**config.mk**
```make
export PLATFORM = sky130hd
export DESIGN_NAME = bisection_root_finder
export DESIGN_NICKNAME = d
export VERILOG_FILES = /design/src/brf_pkg.sv /design/src/bisection_root_finder.sv /design/src/brf_mul.sv /design/src/brf_datapath.sv /design/src/brf_ctrl.sv
export SDC_FILE = /design/constraint.sdc
export NUM_CORES = 2
export LEC_CHECK = 0
export BUFFER_PORTS_ARGS = -buffer_cell sky130_fd_sc_hd__buf_2
export CAP_MARGIN = 20
export CORE_ASPECT_RATIO = 1.2
export CORE_MARGIN = 2
export CORE_UTILIZATION = 45
export DETAILED_ROUTE_END_ITERATION = 12
export HOLD_SLACK_MARGIN = 0.08
export PLACE_DENSITY = 0.71
export SETUP_SLACK_MARGIN = 0.1
export SLEW_MARGIN = 15
export SYNTH_ARGS = -nofsm -noshare
export SYNTH_HDL_FRONTEND = slang
export SYNTH_SLANG_ARGS = --single-unit
```
**constraint.sdc**
```tcl
create_clock -name i_clk -period 18.4 [get_ports i_clk]
set_input_delay 3.68 -clock i_clk [delete_from_list [all_inputs] [get_ports i_clk]]
set_output_delay 3.68 -clock i_clk [all_outputs]
set_load 0.03 [all_outputs]
```
**src/brf_pkg.sv**
```systemverilog
// Shared types and constants of the bisection root finder.
// No dependencies; every other file of the block refers to it by scoped names.
package brf_pkg;

    localparam int WORD_BITS    = 32;
    localparam int FRAC_BITS    = 16;
    localparam int CNT_BITS     = 7;
    localparam int TOL_BITS     = 31;
    localparam int CFG_IDX_BITS = 3;
    localparam int STEP_BITS    = 3;
    localparam int PROD_BITS    = 2 * WORD_BITS;
    localparam int SHIFT_BITS   = PROD_BITS - FRAC_BITS;

    typedef logic signed [WORD_BITS-1:0] t_word;

    localparam t_word WORD_MAX = {1'b0, {(WORD_BITS-1){1'b1}}};
    localparam t_word WORD_MIN = {1'b1, {(WORD_BITS-1){1'b0}}};

    // Register values after reset.
    localparam t_word               COEF_SQUARE_RST   = t_word'(49152);
    localparam t_word               COEF_LINEAR_RST   = t_word'(-277545);
    localparam t_word               COEF_CONSTANT_RST = t_word'(203948);
    localparam logic [TOL_BITS-1:0] TOLERANCE_RST     = TOL_BITS'(7);
    localparam logic [CNT_BITS-1:0] ITER_LIMIT_RST    = CNT_BITS'(100);

    typedef enum logic [CFG_IDX_BITS-1:0] {
        CFG_COEF_SQUARE     = 3'd0,
        CFG_COEF_LINEAR     = 3'd1,
        CFG_COEF_CONSTANT   = 3'd2,
        CFG_TOLERANCE       = 3'd3,
        CFG_ITERATION_LIMIT = 3'd4
    } t_cfg_idx;

    typedef enum logic [1:0] {
        ST_CONVERGED = 2'd0,
        ST_LIMIT     = 2'd1,
        ST_NO_ROOT   = 2'd2
    } t_status;

    typedef enum logic [2:0] {
        S_IDLE,
        S_POLY,
        S_CHECK,
        S_MIDPT,
        S_DECIDE,
        S_OUTPUT
    } t_state;

    // Which point the current polynomial evaluation belongs to.
    typedef enum logic [1:0] {
        PH_LO,
        PH_HI,
        PH_MID
    } t_phase;

    typedef enum logic [1:0] {
        MS_AX,
        MS_BX,
        MS_TX
    } t_mul_sel;

    typedef enum logic [1:0] {
        RD_NONE,
        RD_T1,
        RD_T3,
        RD_T2
    } t_rnd_dst;

    typedef enum logic [1:0] {
        FD_NONE,
        FD_LO,
        FD_HI,
        FD_M
    } t_f_dst;

    // Steps of one polynomial evaluation on the shared multiplier.
    localparam logic [STEP_BITS-1:0] STEP_AX   = 3'd0;
    localparam logic [STEP_BITS-1:0] STEP_BX   = 3'd1;
    localparam logic [STEP_BITS-1:0] STEP_TX   = 3'd2;
    localparam logic [STEP_BITS-1:0] STEP_SQ   = 3'd3;
    localparam logic [STEP_BITS-1:0] STEP_SUM  = 3'd4;
    localparam logic [STEP_BITS-1:0] STEP_FVAL = 3'd5;

    typedef struct packed {
        logic     load_in;
        logic     x_hi;
        logic     mid;
        t_mul_sel mul_sel;
        t_rnd_dst rnd_dst;
        logic     sum_en;
        t_f_dst   f_dst;
        logic     no_root;
        logic     decide;
        logic     out_load;
    } t_dp_cmd;

    typedef struct packed {
        logic root_bracketed;
        logic converged;
        logic limit_hit;
    } t_dp_stat;

endpackage

```
**src/bisection_root_finder.sv**
```systemverilog
// Top level of the bisection root finder for f(x) = A*x*x + B*x + C in Q16.16.
// Depends on brf_pkg, brf_ctrl, brf_datapath (which holds brf_mul).
//
//   Channel   Handshake                      Payload
//   input     i_in_valid / o_in_stall        i_interval_low, i_interval_high
//   output    o_out_valid / i_out_stall      o_root_estimate, o_value_at_root,
//                                            o_iterations_used, o_status
//   config    i_cfg_we (no wait)             i_cfg_index, i_cfg_data
//
// From acceptance until its result is loaded, an item runs the evaluations at
// both ends, then one midpoint, evaluation and decision per bisection iteration
// (1 to 127 iterations); an interval without a sign change skips the iterations.
// The schedule is set by the single shared multiplier: each polynomial evaluation
// is three multiplies scheduled over the AX, BX, TX, SQ, SUM and FVAL steps.
// Reset is synchronous and active low; it restores the coefficient, tolerance
// and limit registers to their defaults and empties the output register.
// While the output register holds an unaccepted item a new item may still be
// accepted; its result waits in the datapath registers until the output
// register frees.
module bisection_root_finder (
    input  logic                             i_clk,
    input  logic                             i_rst_n,
    // Input channel.
    input  logic                             i_in_valid,
    output logic                             o_in_stall,
    input  logic signed [31:0]               i_interval_low,
    input  logic signed [31:0]               i_interval_high,
    // Output channel.
    output logic                             o_out_valid,
    input  logic                             i_out_stall,
    output logic signed [31:0]               o_root_estimate,
    output logic signed [31:0]               o_value_at_root,
    output logic [6:0]                       o_iterations_used,
    output logic [1:0]                       o_status,
    // Configuration write port.
    input  logic                             i_cfg_we,
    input  logic [brf_pkg::CFG_IDX_BITS-1:0] i_cfg_index,
    input  logic [31:0]                      i_cfg_data
);

    // Commands from the controller and status flags back from the datapath
    // are the only link between the two halves.
    brf_pkg::t_dp_cmd  cmd;
    brf_pkg::t_dp_stat stat;

    brf_ctrl u_ctrl (
        .i_clk       (i_clk),
        .i_rst_n     (i_rst_n),
        .i_in_valid  (i_in_valid),
        .i_out_stall (i_out_stall),
        .i_stat      (stat),
        .o_cmd       (cmd),
        .o_in_stall  (o_in_stall),
        .o_out_valid (o_out_valid)
    );

    // The datapath holds the interval, the function values at its ends and
    // at the midpoint, the iteration counter and the output register.
    brf_datapath u_datapath (
        .i_clk             (i_clk),
        .i_rst_n           (i_rst_n),
        .i_cfg_we          (i_cfg_we),
        .i_cfg_index       (i_cfg_index),
        .i_cfg_data        (i_cfg_data),
        .i_interval_low    (i_interval_low),
        .i_interval_high   (i_interval_high),
        .i_cmd             (cmd),
        .o_stat            (stat),
        .o_root_estimate   (o_root_estimate),
        .o_value_at_root   (o_value_at_root),
        .o_iterations_used (o_iterations_used),
        .o_status          (o_status)
    );

endmodule

```
**src/brf_mul.sv**
```systemverilog
// Shared signed fixed-point multiplier: registered magnitude product, then
// rounding to nearest (ties away from zero) and saturation. Uses brf_pkg.
module brf_mul (
    input  logic           i_clk,
    input  brf_pkg::t_word i_a,
    input  brf_pkg::t_word i_b,
    output brf_pkg::t_word o_result
);

    localparam logic [brf_pkg::PROD_BITS-1:0] ROUND_HALF =
        brf_pkg::PROD_BITS'(1) << (brf_pkg::FRAC_BITS - 1);

    logic [brf_pkg::WORD_BITS-1:0]  mag_a;
    logic [brf_pkg::WORD_BITS-1:0]  mag_b;
    logic [brf_pkg::PROD_BITS-1:0]  r_prod;
    logic                           r_neg;
    logic [brf_pkg::PROD_BITS-1:0]  rounded;
    logic [brf_pkg::SHIFT_BITS-1:0] shifted;
    logic                           over;

    assign mag_a = i_a[brf_pkg::WORD_BITS-1] ? (~i_a + 1'b1) : i_a;
    assign mag_b = i_b[brf_pkg::WORD_BITS-1] ? (~i_b + 1'b1) : i_b;

    always_ff @(posedge i_clk) begin
        r_prod <= brf_pkg::PROD_BITS'(mag_a) * brf_pkg::PROD_BITS'(mag_b);
        r_neg  <= i_a[brf_pkg::WORD_BITS-1] ^ i_b[brf_pkg::WORD_BITS-1];
    end

    assign rounded = r_prod + ROUND_HALF;
    assign shifted = rounded[brf_pkg::PROD_BITS-1:brf_pkg::FRAC_BITS];
    // A magnitude of 2^(W-1) or more saturates; for a negative result that
    // bound is exactly the most negative word, so one test serves both signs.
    assign over    = |shifted[brf_pkg::SHIFT_BITS-1:brf_pkg::WORD_BITS-1];

    always_comb begin
        if (over) begin
            o_result = r_neg ? brf_pkg::WORD_MIN : brf_pkg::WORD_MAX;
        end else if (r_neg) begin
            o_result = -$signed(shifted[brf_pkg::WORD_BITS-1:0]);
        end else begin
            o_result = $signed(shifted[brf_pkg::WORD_BITS-1:0]);
        end
    end

endmodule

```
**src/brf_datapath.sv**
```systemverilog
// Datapath of the root finder: configuration registers, interval and
// function-value registers, polynomial evaluation, result registers.
// Uses brf_pkg and brf_mul.
module brf_datapath (
    input  logic                             i_clk,
    input  logic                             i_rst_n,
    input  logic                             i_cfg_we,
    input  logic [brf_pkg::CFG_IDX_BITS-1:0] i_cfg_index,
    input  logic [brf_pkg::WORD_BITS-1:0]    i_cfg_data,
    input  brf_pkg::t_word                   i_interval_low,
    input  brf_pkg::t_word                   i_interval_high,
    input  brf_pkg::t_dp_cmd                 i_cmd,
    output brf_pkg::t_dp_stat                o_stat,
    output brf_pkg::t_word                   o_root_estimate,
    output brf_pkg::t_word                   o_value_at_root,
    output logic [brf_pkg::CNT_BITS-1:0]     o_iterations_used,
    output logic [1:0]                       o_status
);

    function automatic brf_pkg::t_word sat_add(input brf_pkg::t_word a,
                                               input brf_pkg::t_word b);
        logic signed [brf_pkg::WORD_BITS:0] s;
        s = $signed({a[brf_pkg::WORD_BITS-1], a}) + $signed({b[brf_pkg::WORD_BITS-1], b});
        if (s[brf_pkg::WORD_BITS] != s[brf_pkg::WORD_BITS-1]) begin
            sat_add = s[brf_pkg::WORD_BITS] ? brf_pkg::WORD_MIN : brf_pkg::WORD_MAX;
        end else begin
            sat_add = s[brf_pkg::WORD_BITS-1:0];
        end
    endfunction

    // True when the two values have a product of zero or less.
    function automatic logic straddles(input brf_pkg::t_word a, input brf_pkg::t_word b);
        straddles = (a == '0) || (b == '0) ||
                    (a[brf_pkg::WORD_BITS-1] != b[brf_pkg::WORD_BITS-1]);
    endfunction

    brf_pkg::t_word                   r_coef_sq;
    brf_pkg::t_word                   r_coef_lin;
    brf_pkg::t_word                   r_coef_const;
    logic [brf_pkg::TOL_BITS-1:0]     r_tol;
    logic [brf_pkg::CNT_BITS-1:0]     r_limit;
    brf_pkg::t_word                   r_lo;
    brf_pkg::t_word                   r_hi;
    brf_pkg::t_word                   r_m;
    brf_pkg::t_word                   r_x;
    brf_pkg::t_word                   r_t1;
    brf_pkg::t_word                   r_t2;
    brf_pkg::t_word                   r_t3;
    brf_pkg::t_word                   r_s;
    brf_pkg::t_word                   r_flo;
    brf_pkg::t_word                   r_fhi;
    brf_pkg::t_word                   r_fm;
    logic [brf_pkg::CNT_BITS-1:0]     r_cnt;
    brf_pkg::t_status                 r_res_status;
    brf_pkg::t_word                   r_out_root;
    brf_pkg::t_word                   r_out_value;
    logic [brf_pkg::CNT_BITS-1:0]     r_out_cnt;
    brf_pkg::t_status                 r_out_status;

    brf_pkg::t_word                   mul_a;
    brf_pkg::t_word                   mul_res;
    brf_pkg::t_word                   fval;
    logic signed [brf_pkg::WORD_BITS:0] mid_sum;
    brf_pkg::t_word                   mid;
    logic [brf_pkg::WORD_BITS-1:0]    fm_mag;
    logic [brf_pkg::CNT_BITS:0]       cnt_inc;

    always_comb begin
        case (i_cmd.mul_sel)
            brf_pkg::MS_AX: mul_a = r_coef_sq;
            brf_pkg::MS_BX: mul_a = r_coef_lin;
            brf_pkg::MS_TX: mul_a = r_t1;
            default:        mul_a = r_coef_sq;
        endcase
    end

    brf_mul u_mul (
        .i_clk    (i_clk),
        .i_a      (mul_a),
        .i_b      (r_x),
        .o_result (mul_res)
    );

    assign fval    = sat_add(r_s, r_coef_const);
    assign mid_sum = $signed({r_lo[brf_pkg::WORD_BITS-1], r_lo}) +
                     $signed({r_hi[brf_pkg::WORD_BITS-1], r_hi});
    assign mid     = mid_sum[brf_pkg::WORD_BITS:1];
    assign fm_mag  = r_fm[brf_pkg::WORD_BITS-1] ? (~r_fm + 1'b1) : r_fm;
    assign cnt_inc = {1'b0, r_cnt} + 1'b1;

    assign o_stat.root_bracketed = straddles(r_flo, r_fhi);
    assign o_stat.converged      = fm_mag <= brf_pkg::WORD_BITS'(r_tol);
    assign o_stat.limit_hit      = cnt_inc >= {1'b0, r_limit};

    always_ff @(posedge i_clk) begin
        if (!i_rst_n) begin
            r_coef_sq    <= brf_pkg::COEF_SQUARE_RST;
            r_coef_lin   <= brf_pkg::COEF_LINEAR_RST;
            r_coef_const <= brf_pkg::COEF_CONSTANT_RST;
            r_tol        <= brf_pkg::TOLERANCE_RST;
            r_limit      <= brf_pkg::ITER_LIMIT_RST;
        end else if (i_cfg_we) begin
            case (brf_pkg::t_cfg_idx'(i_cfg_index))
                brf_pkg::CFG_COEF_SQUARE:     r_coef_sq    <= i_cfg_data;
                brf_pkg::CFG_COEF_LINEAR:     r_coef_lin   <= i_cfg_data;
                brf_pkg::CFG_COEF_CONSTANT:   r_coef_const <= i_cfg_data;
                brf_pkg::CFG_TOLERANCE:       r_tol        <= i_cfg_data[brf_pkg::TOL_BITS-1:0];
                brf_pkg::CFG_ITERATION_LIMIT: r_limit      <= i_cfg_data[brf_pkg::CNT_BITS-1:0];
                default: ;
            endcase
        end
    end

    always_ff @(posedge i_clk) begin
        if (!i_rst_n) begin
            r_cnt <= '0;
        end else if (i_cmd.load_in || i_cmd.no_root) begin
            r_cnt <= '0;
        end else if (i_cmd.decide && !o_stat.converged) begin
            r_cnt <= cnt_inc[brf_pkg::CNT_BITS-1:0];
        end
    end

    always_ff @(posedge i_clk) begin
        if (i_cmd.load_in) begin
            r_lo <= i_interval_low;
            r_hi <= i_interval_high;
            r_x  <= i_interval_low;
        end
        if (i_cmd.x_hi) begin
            r_x <= r_hi;
        end
        if (i_cmd.mid) begin
            r_m <= mid;
            r_x <= mid;
        end

        case (i_cmd.rnd_dst)
            brf_pkg::RD_T1: r_t1 <= mul_res;
            brf_pkg::RD_T3: r_t3 <= mul_res;
            brf_pkg::RD_T2: r_t2 <= mul_res;
            default: ;
        endcase

        if (i_cmd.sum_en) begin
            r_s <= sat_add(r_t2, r_t3);
        end

        case (i_cmd.f_dst)
            brf_pkg::FD_LO: r_flo <= fval;
            brf_pkg::FD_HI: r_fhi <= fval;
            brf_pkg::FD_M:  r_fm  <= fval;
            default: ;
        endcase

        if (i_cmd.no_root) begin
            r_m          <= '0;
            r_fm         <= '0;
            r_res_status <= brf_pkg::ST_NO_ROOT;
        end

        // Keep the half whose ends straddle zero; f(lo) follows lo.
        if (i_cmd.decide) begin
            if (straddles(r_flo, r_fm)) begin
                r_hi <= r_m;
            end else begin
                r_lo  <= r_m;
                r_flo <= r_fm;
            end
            r_res_status <= o_stat.converged ? brf_pkg::ST_CONVERGED : brf_pkg::ST_LIMIT;
        end

        if (i_cmd.out_load) begin
            r_out_root   <= r_m;
            r_out_value  <= r_fm;
            r_out_cnt    <= r_cnt;
            r_out_status <= r_res_status;
        end
    end

    assign o_root_estimate   = r_out_root;
    assign o_value_at_root   = r_out_value;
    assign o_iterations_used = r_out_cnt;
    assign o_status          = r_out_status;

endmodule

```
**src/brf_ctrl.sv**
```systemverilog
// Controller of the root finder: sequences the endpoint evaluations, the
// bisection iterations and the result handshake. Uses brf_pkg.
module brf_ctrl (
    input  logic              i_clk,
    input  logic              i_rst_n,
    input  logic              i_in_valid,
    input  logic              i_out_stall,
    input  brf_pkg::t_dp_stat i_stat,
    output brf_pkg::t_dp_cmd  o_cmd,
    output logic              o_in_stall,
    output logic              o_out_valid
);

    brf_pkg::t_state                 r_state;
    brf_pkg::t_state                 n_state;
    brf_pkg::t_phase                 r_phase;
    brf_pkg::t_phase                 n_phase;
    logic [brf_pkg::STEP_BITS-1:0]   r_step;
    logic [brf_pkg::STEP_BITS-1:0]   n_step;
    logic                            r_out_valid;
    logic                            n_out_valid;

    always_ff @(posedge i_clk) begin
        if (!i_rst_n) begin
            r_state     <= brf_pkg::S_IDLE;
            r_phase     <= brf_pkg::PH_LO;
            r_step      <= brf_pkg::STEP_AX;
            r_out_valid <= 1'b0;
        end else begin
            r_state     <= n_state;
            r_phase     <= n_phase;
            r_step      <= n_step;
            r_out_valid <= n_out_valid;
        end
    end

    always_comb begin
        n_state     = r_state;
        n_phase     = r_phase;
        n_step      = r_step;
        n_out_valid = r_out_valid && i_out_stall;
        o_cmd       = '0;

        case (r_state)
            brf_pkg::S_IDLE: begin
                if (i_in_valid) begin
                    o_cmd.load_in = 1'b1;
                    n_phase       = brf_pkg::PH_LO;
                    n_step        = brf_pkg::STEP_AX;
                    n_state       = brf_pkg::S_POLY;
                end
            end

            brf_pkg::S_POLY: begin
                n_step = r_step + 1'b1;
                case (r_step)
                    brf_pkg::STEP_AX: begin
                        o_cmd.mul_sel = brf_pkg::MS_AX;
                    end
                    brf_pkg::STEP_BX: begin
                        o_cmd.mul_sel = brf_pkg::MS_BX;
                        o_cmd.rnd_dst = brf_pkg::RD_T1;
                    end
                    brf_pkg::STEP_TX: begin
                        o_cmd.mul_sel = brf_pkg::MS_TX;
                        o_cmd.rnd_dst = brf_pkg::RD_T3;
                    end
                    brf_pkg::STEP_SQ: begin
                        o_cmd.rnd_dst = brf_pkg::RD_T2;
                    end
                    brf_pkg::STEP_SUM: begin
                        o_cmd.sum_en = 1'b1;
                    end
                    brf_pkg::STEP_FVAL: begin
                        n_step = brf_pkg::STEP_AX;
                        case (r_phase)
                            brf_pkg::PH_LO: begin
                                o_cmd.f_dst = brf_pkg::FD_LO;
                                o_cmd.x_hi  = 1'b1;
                                n_phase     = brf_pkg::PH_HI;
                            end
                            brf_pkg::PH_HI: begin
                                o_cmd.f_dst = brf_pkg::FD_HI;
                                n_state     = brf_pkg::S_CHECK;
                            end
                            brf_pkg::PH_MID: begin
                                o_cmd.f_dst = brf_pkg::FD_M;
                                n_state     = brf_pkg::S_DECIDE;
                            end
                            default: begin
                                n_state = brf_pkg::S_IDLE;
                            end
                        endcase
                    end
                    default: begin
                        n_step = brf_pkg::STEP_AX;
                    end
                endcase
            end

            brf_pkg::S_CHECK: begin
                if (i_stat.root_bracketed) begin
                    n_state = brf_pkg::S_MIDPT;
                end else begin
                    o_cmd.no_root = 1'b1;
                    n_state       = brf_pkg::S_OUTPUT;
                end
            end

            brf_pkg::S_MIDPT: begin
                o_cmd.mid = 1'b1;
                n_phase   = brf_pkg::PH_MID;
                n_step    = brf_pkg::STEP_AX;
                n_state   = brf_pkg::S_POLY;
            end

            brf_pkg::S_DECIDE: begin
                o_cmd.decide = 1'b1;
                if (i_stat.converged || i_stat.limit_hit) begin
                    n_state = brf_pkg::S_OUTPUT;
                end else begin
                    n_state = brf_pkg::S_MIDPT;
                end
            end

            brf_pkg::S_OUTPUT: begin
                if (!r_out_valid || !i_out_stall) begin
                    o_cmd.out_load = 1'b1;
                    n_out_valid    = 1'b1;
                    n_state        = brf_pkg::S_IDLE;
                end
            end

            default: begin
                n_state = brf_pkg::S_IDLE;
            end
        endcase
    end

    assign o_in_stall  = (r_state != brf_pkg::S_IDLE);
    assign o_out_valid = r_out_valid;

endmodule

```
==> metrics.txt <==
Tcrit/Tclk final=71.2%; number of core rows=152; Die ar.=0.147 mm2; dominant synthesized flop cell=dfxtp_1; Setup Skew=0.0885 ns; Area growth syn-to-layout=9.12%; Inserted Clock Buffers=slightly below 60; Reg clk slew, reported paths=0.07 ns; Routed WL per cell=23.1 um; Die Y=419 um; Hold Fails Final Rpt=0; Tmin final=13.11 ns; WS Path Type=flop to flop; synth top area cells=fa_1, edfxtp_1, dfxtp_1; worst setup path start=u_ctrl.r_state[0]$_SDFFE_PN0P_; CP max stage delay=0.94 ns; CP bufs+invs=6; IO Port Bufs=178; hold buffers post-CTS=0; TritonRoute pass-1 iters=6; DRC viols=0; synthesis-stage register bit count=627; Post-CTS Setup Inserts=0; nets=8636; worst r2r src=u_ctrl.r_state[0]$_SDFFE_PN0P_; Synthesized Nets=8593; initial antenna violation count=13; register area share after synthesis=23.5%; DP HPWL=162000 um; max reg flops=49; GRT busiest layer=met2; Crit path max-delay family=adder cells; RSZ-0062 raised after global routing=no; post-cts sizing count=0; vias post-DR=approximately 53k; vias in the first global route=53.7k; Arr. time, crit path=between 10 and 15 ns; CTS tree=done; cell area after synthesis=0.0647 mm2; cell taking the most area after synthesis=fa_1; top-level I/O count=~180; setup TNS=0 ns; first-pass GRT wire length=322000 um; Fillers=13.1k; M3 GR Usage=6.48%; final setup vio count=0; Worst setup EP type=flop; Async SR Flop Fraction=0%; First DRT Iteration DRCs=4773; Slew Viols, Final=0; CP required=approximately 19 ns; number of synthesized flops with an enable pin=roughly 270; Routed WL=213000 um; htree depth=2; Max stage delay cell, worst path=xor2_4; reg2reg setup slack=5.29 ns; max-cap violations=0; critical path's most frequent cell=fa_1; Post-DRT Antenna Nets=0; Die Wd=between 300 and 400 um; worst hold start=u_datapath.r_coef_sq[24]$_SDFFE_PN0P_; CTS sink count=about 630; Hold Crit Class=flop to flop; CP Launch Type=flop; Starting Density=45.3%; synth unique cells=between 80 and 90; share of cells above drive strength 1=7.75%; Synthesis Warnings=0; vias per std cell=5.74; Synth top area share=~28%; crit-path max FO=45; actual slew at the worst max-slew pin=1.16 ns; syn avg cell area=between 9 and 10 um2; Worst slew margin=22.4%; met2 Usage GRT=47.6%; GRT overflow=0; Reg with most FFs=u_datapath.u_mul.r_prod; largest net degree at the start of global routing=93; gr usage total=between 20 and 30%; CTS max path bufs=3; FMAX=0.0763 GHz; M1 GR Usage=34.9%; core area=around 0.14 mm2; Syn Inst Count=7180; status=finished clean; Placer Congestion=approximately 1.0; clock root buffer=clkbuf_16; Worst-Skew Late Latency=0.69 ns
synthesized netlist by cell type (all sizes together), types with 78 or more instances:
| cell | number |
|---|---|
| nand2 | 1081 |
| inv | 999 |
| fa | 898 |
| nor2 | 798 |
| ha | 411 |
| dfxtp | 360 |
| clkbuf | 302 |
| edfxtp | 267 |
| o21ai | 263 |
| a21oi | 252 |
| xnor2 | 203 |
| nand3 | 126 |
| xor2 | 126 |
| a21boi | 97 |
| a21o | 88 |
| mux2i | 78 |
per-layer routing:
metal	wire length [um]	part of all wire, %	vias up
met5	80	0.038	-
met4	14600	6.9	14
met3	20000	9.4	723
met2	99400	47	2614
met1	78600	37	26300
li1	-	-	23200
worst paths after layout:
path | endpoint | cells past startpoint
max reg2reg | u_datapath.u_mul.r_prod[61]$_DFF_P_ | 36
min reg2reg | u_datapath.r_coef_sq[24]$_SDFFE_PN0P_ | 2
max | u_datapath.u_mul.r_prod[61]$_DFF_P_ | 36
min | u_datapath.r_coef_sq[24]$_SDFFE_PN0P_ | 2
kinds of logic after synthesis:
family / after synthesis / synth area share, %
compound gates: 1060 / 10.5
buf+inv: 1339 / 7.91
simple gates: 2388 / 15.7
fa+ha+maj: 1342 / 36.3
xor+xnor: 329 / 4.57
mux: 95 / 1.50
flops: 627 / 23.5
stage by stage:
stage,cells,worst slack [ns],utilization (%),hold WS [ns],instance area [um2]
after floorplan,7180,7.80,-,0.400,64700
final,9206,5.29,49.4,0.464,70600
after CTS,9194,5.39,49.3,0.460,70500
after global routing,9201,4.56,49.4,0.473,70600
after global placement,9081,5.56,47.8,0.437,68300
after detailed placement,9082,5.42,47.9,0.409,68300
area by class of cell:
cell class                      instances  area (um2)  area share, %
Tap cell                             1925        2410           3.41
Antenna cell                            7        17.5         0.0248
Sequential cell                       627       15200           21.6
Timing Repair Buffer                  322        2010           2.85
Clock buffer                           71        1600           2.27
Clock inverter                         41         529          0.750
Multi-Input combinational cell       5214       45000           63.8
Inverter                              999        3750           5.32
worst min-delay path: stages (launching register included):
cell and delay, ns:
dfxtp_1 0.31, nand2_1 0.05, a21boi_0 0.06
placed cells by master, fill, tap and decap left out, types with 20 or more instances in the layout:
| cell | n |
|---|---|
| nand2_1 | 1080 |
| inv_1 | 998 |
| fa_1 | 898 |
| nor2_1 | 790 |
| ha_1 | 411 |
| dfxtp_1 | 359 |
| edfxtp_1 | 267 |
| a21oi_1 | 251 |
| o21ai_0 | 243 |
| buf_2 | 178 |
| xnor2_1 | 172 |
| buf_4 | 140 |
| nand3_1 | 124 |
| a21boi_0 | 97 |
| xor2_1 | 93 |
| a21o_1 | 88 |
| mux2i_1 | 78 |
| a31oi_1 | 75 |
| clkbuf_16 | 60 |
| nor3_1 | 57 |
| nand4_1 | 51 |
| nor2b_1 | 42 |
| and3_1 | 38 |
| nor4_1 | 35 |
| and2_1 | 33 |
| maj3_1 | 33 |
| a211oi_1 | 30 |
| o22ai_1 | 29 |
| o21a_1 | 29 |
| a221o_1 | 28 |
| o31ai_1 | 28 |
| nand2b_1 | 27 |
| xnor2_2 | 24 |
| o21bai_1 | 23 |
| xor2_2 | 22 |
| or3_1 | 21 |
| o211ai_1 | 21 |
| o21ai_1 | 20 |
Power is not shown: default switching activity piles up to over one toggle a cycle in this logic, so the estimate is an artifact.
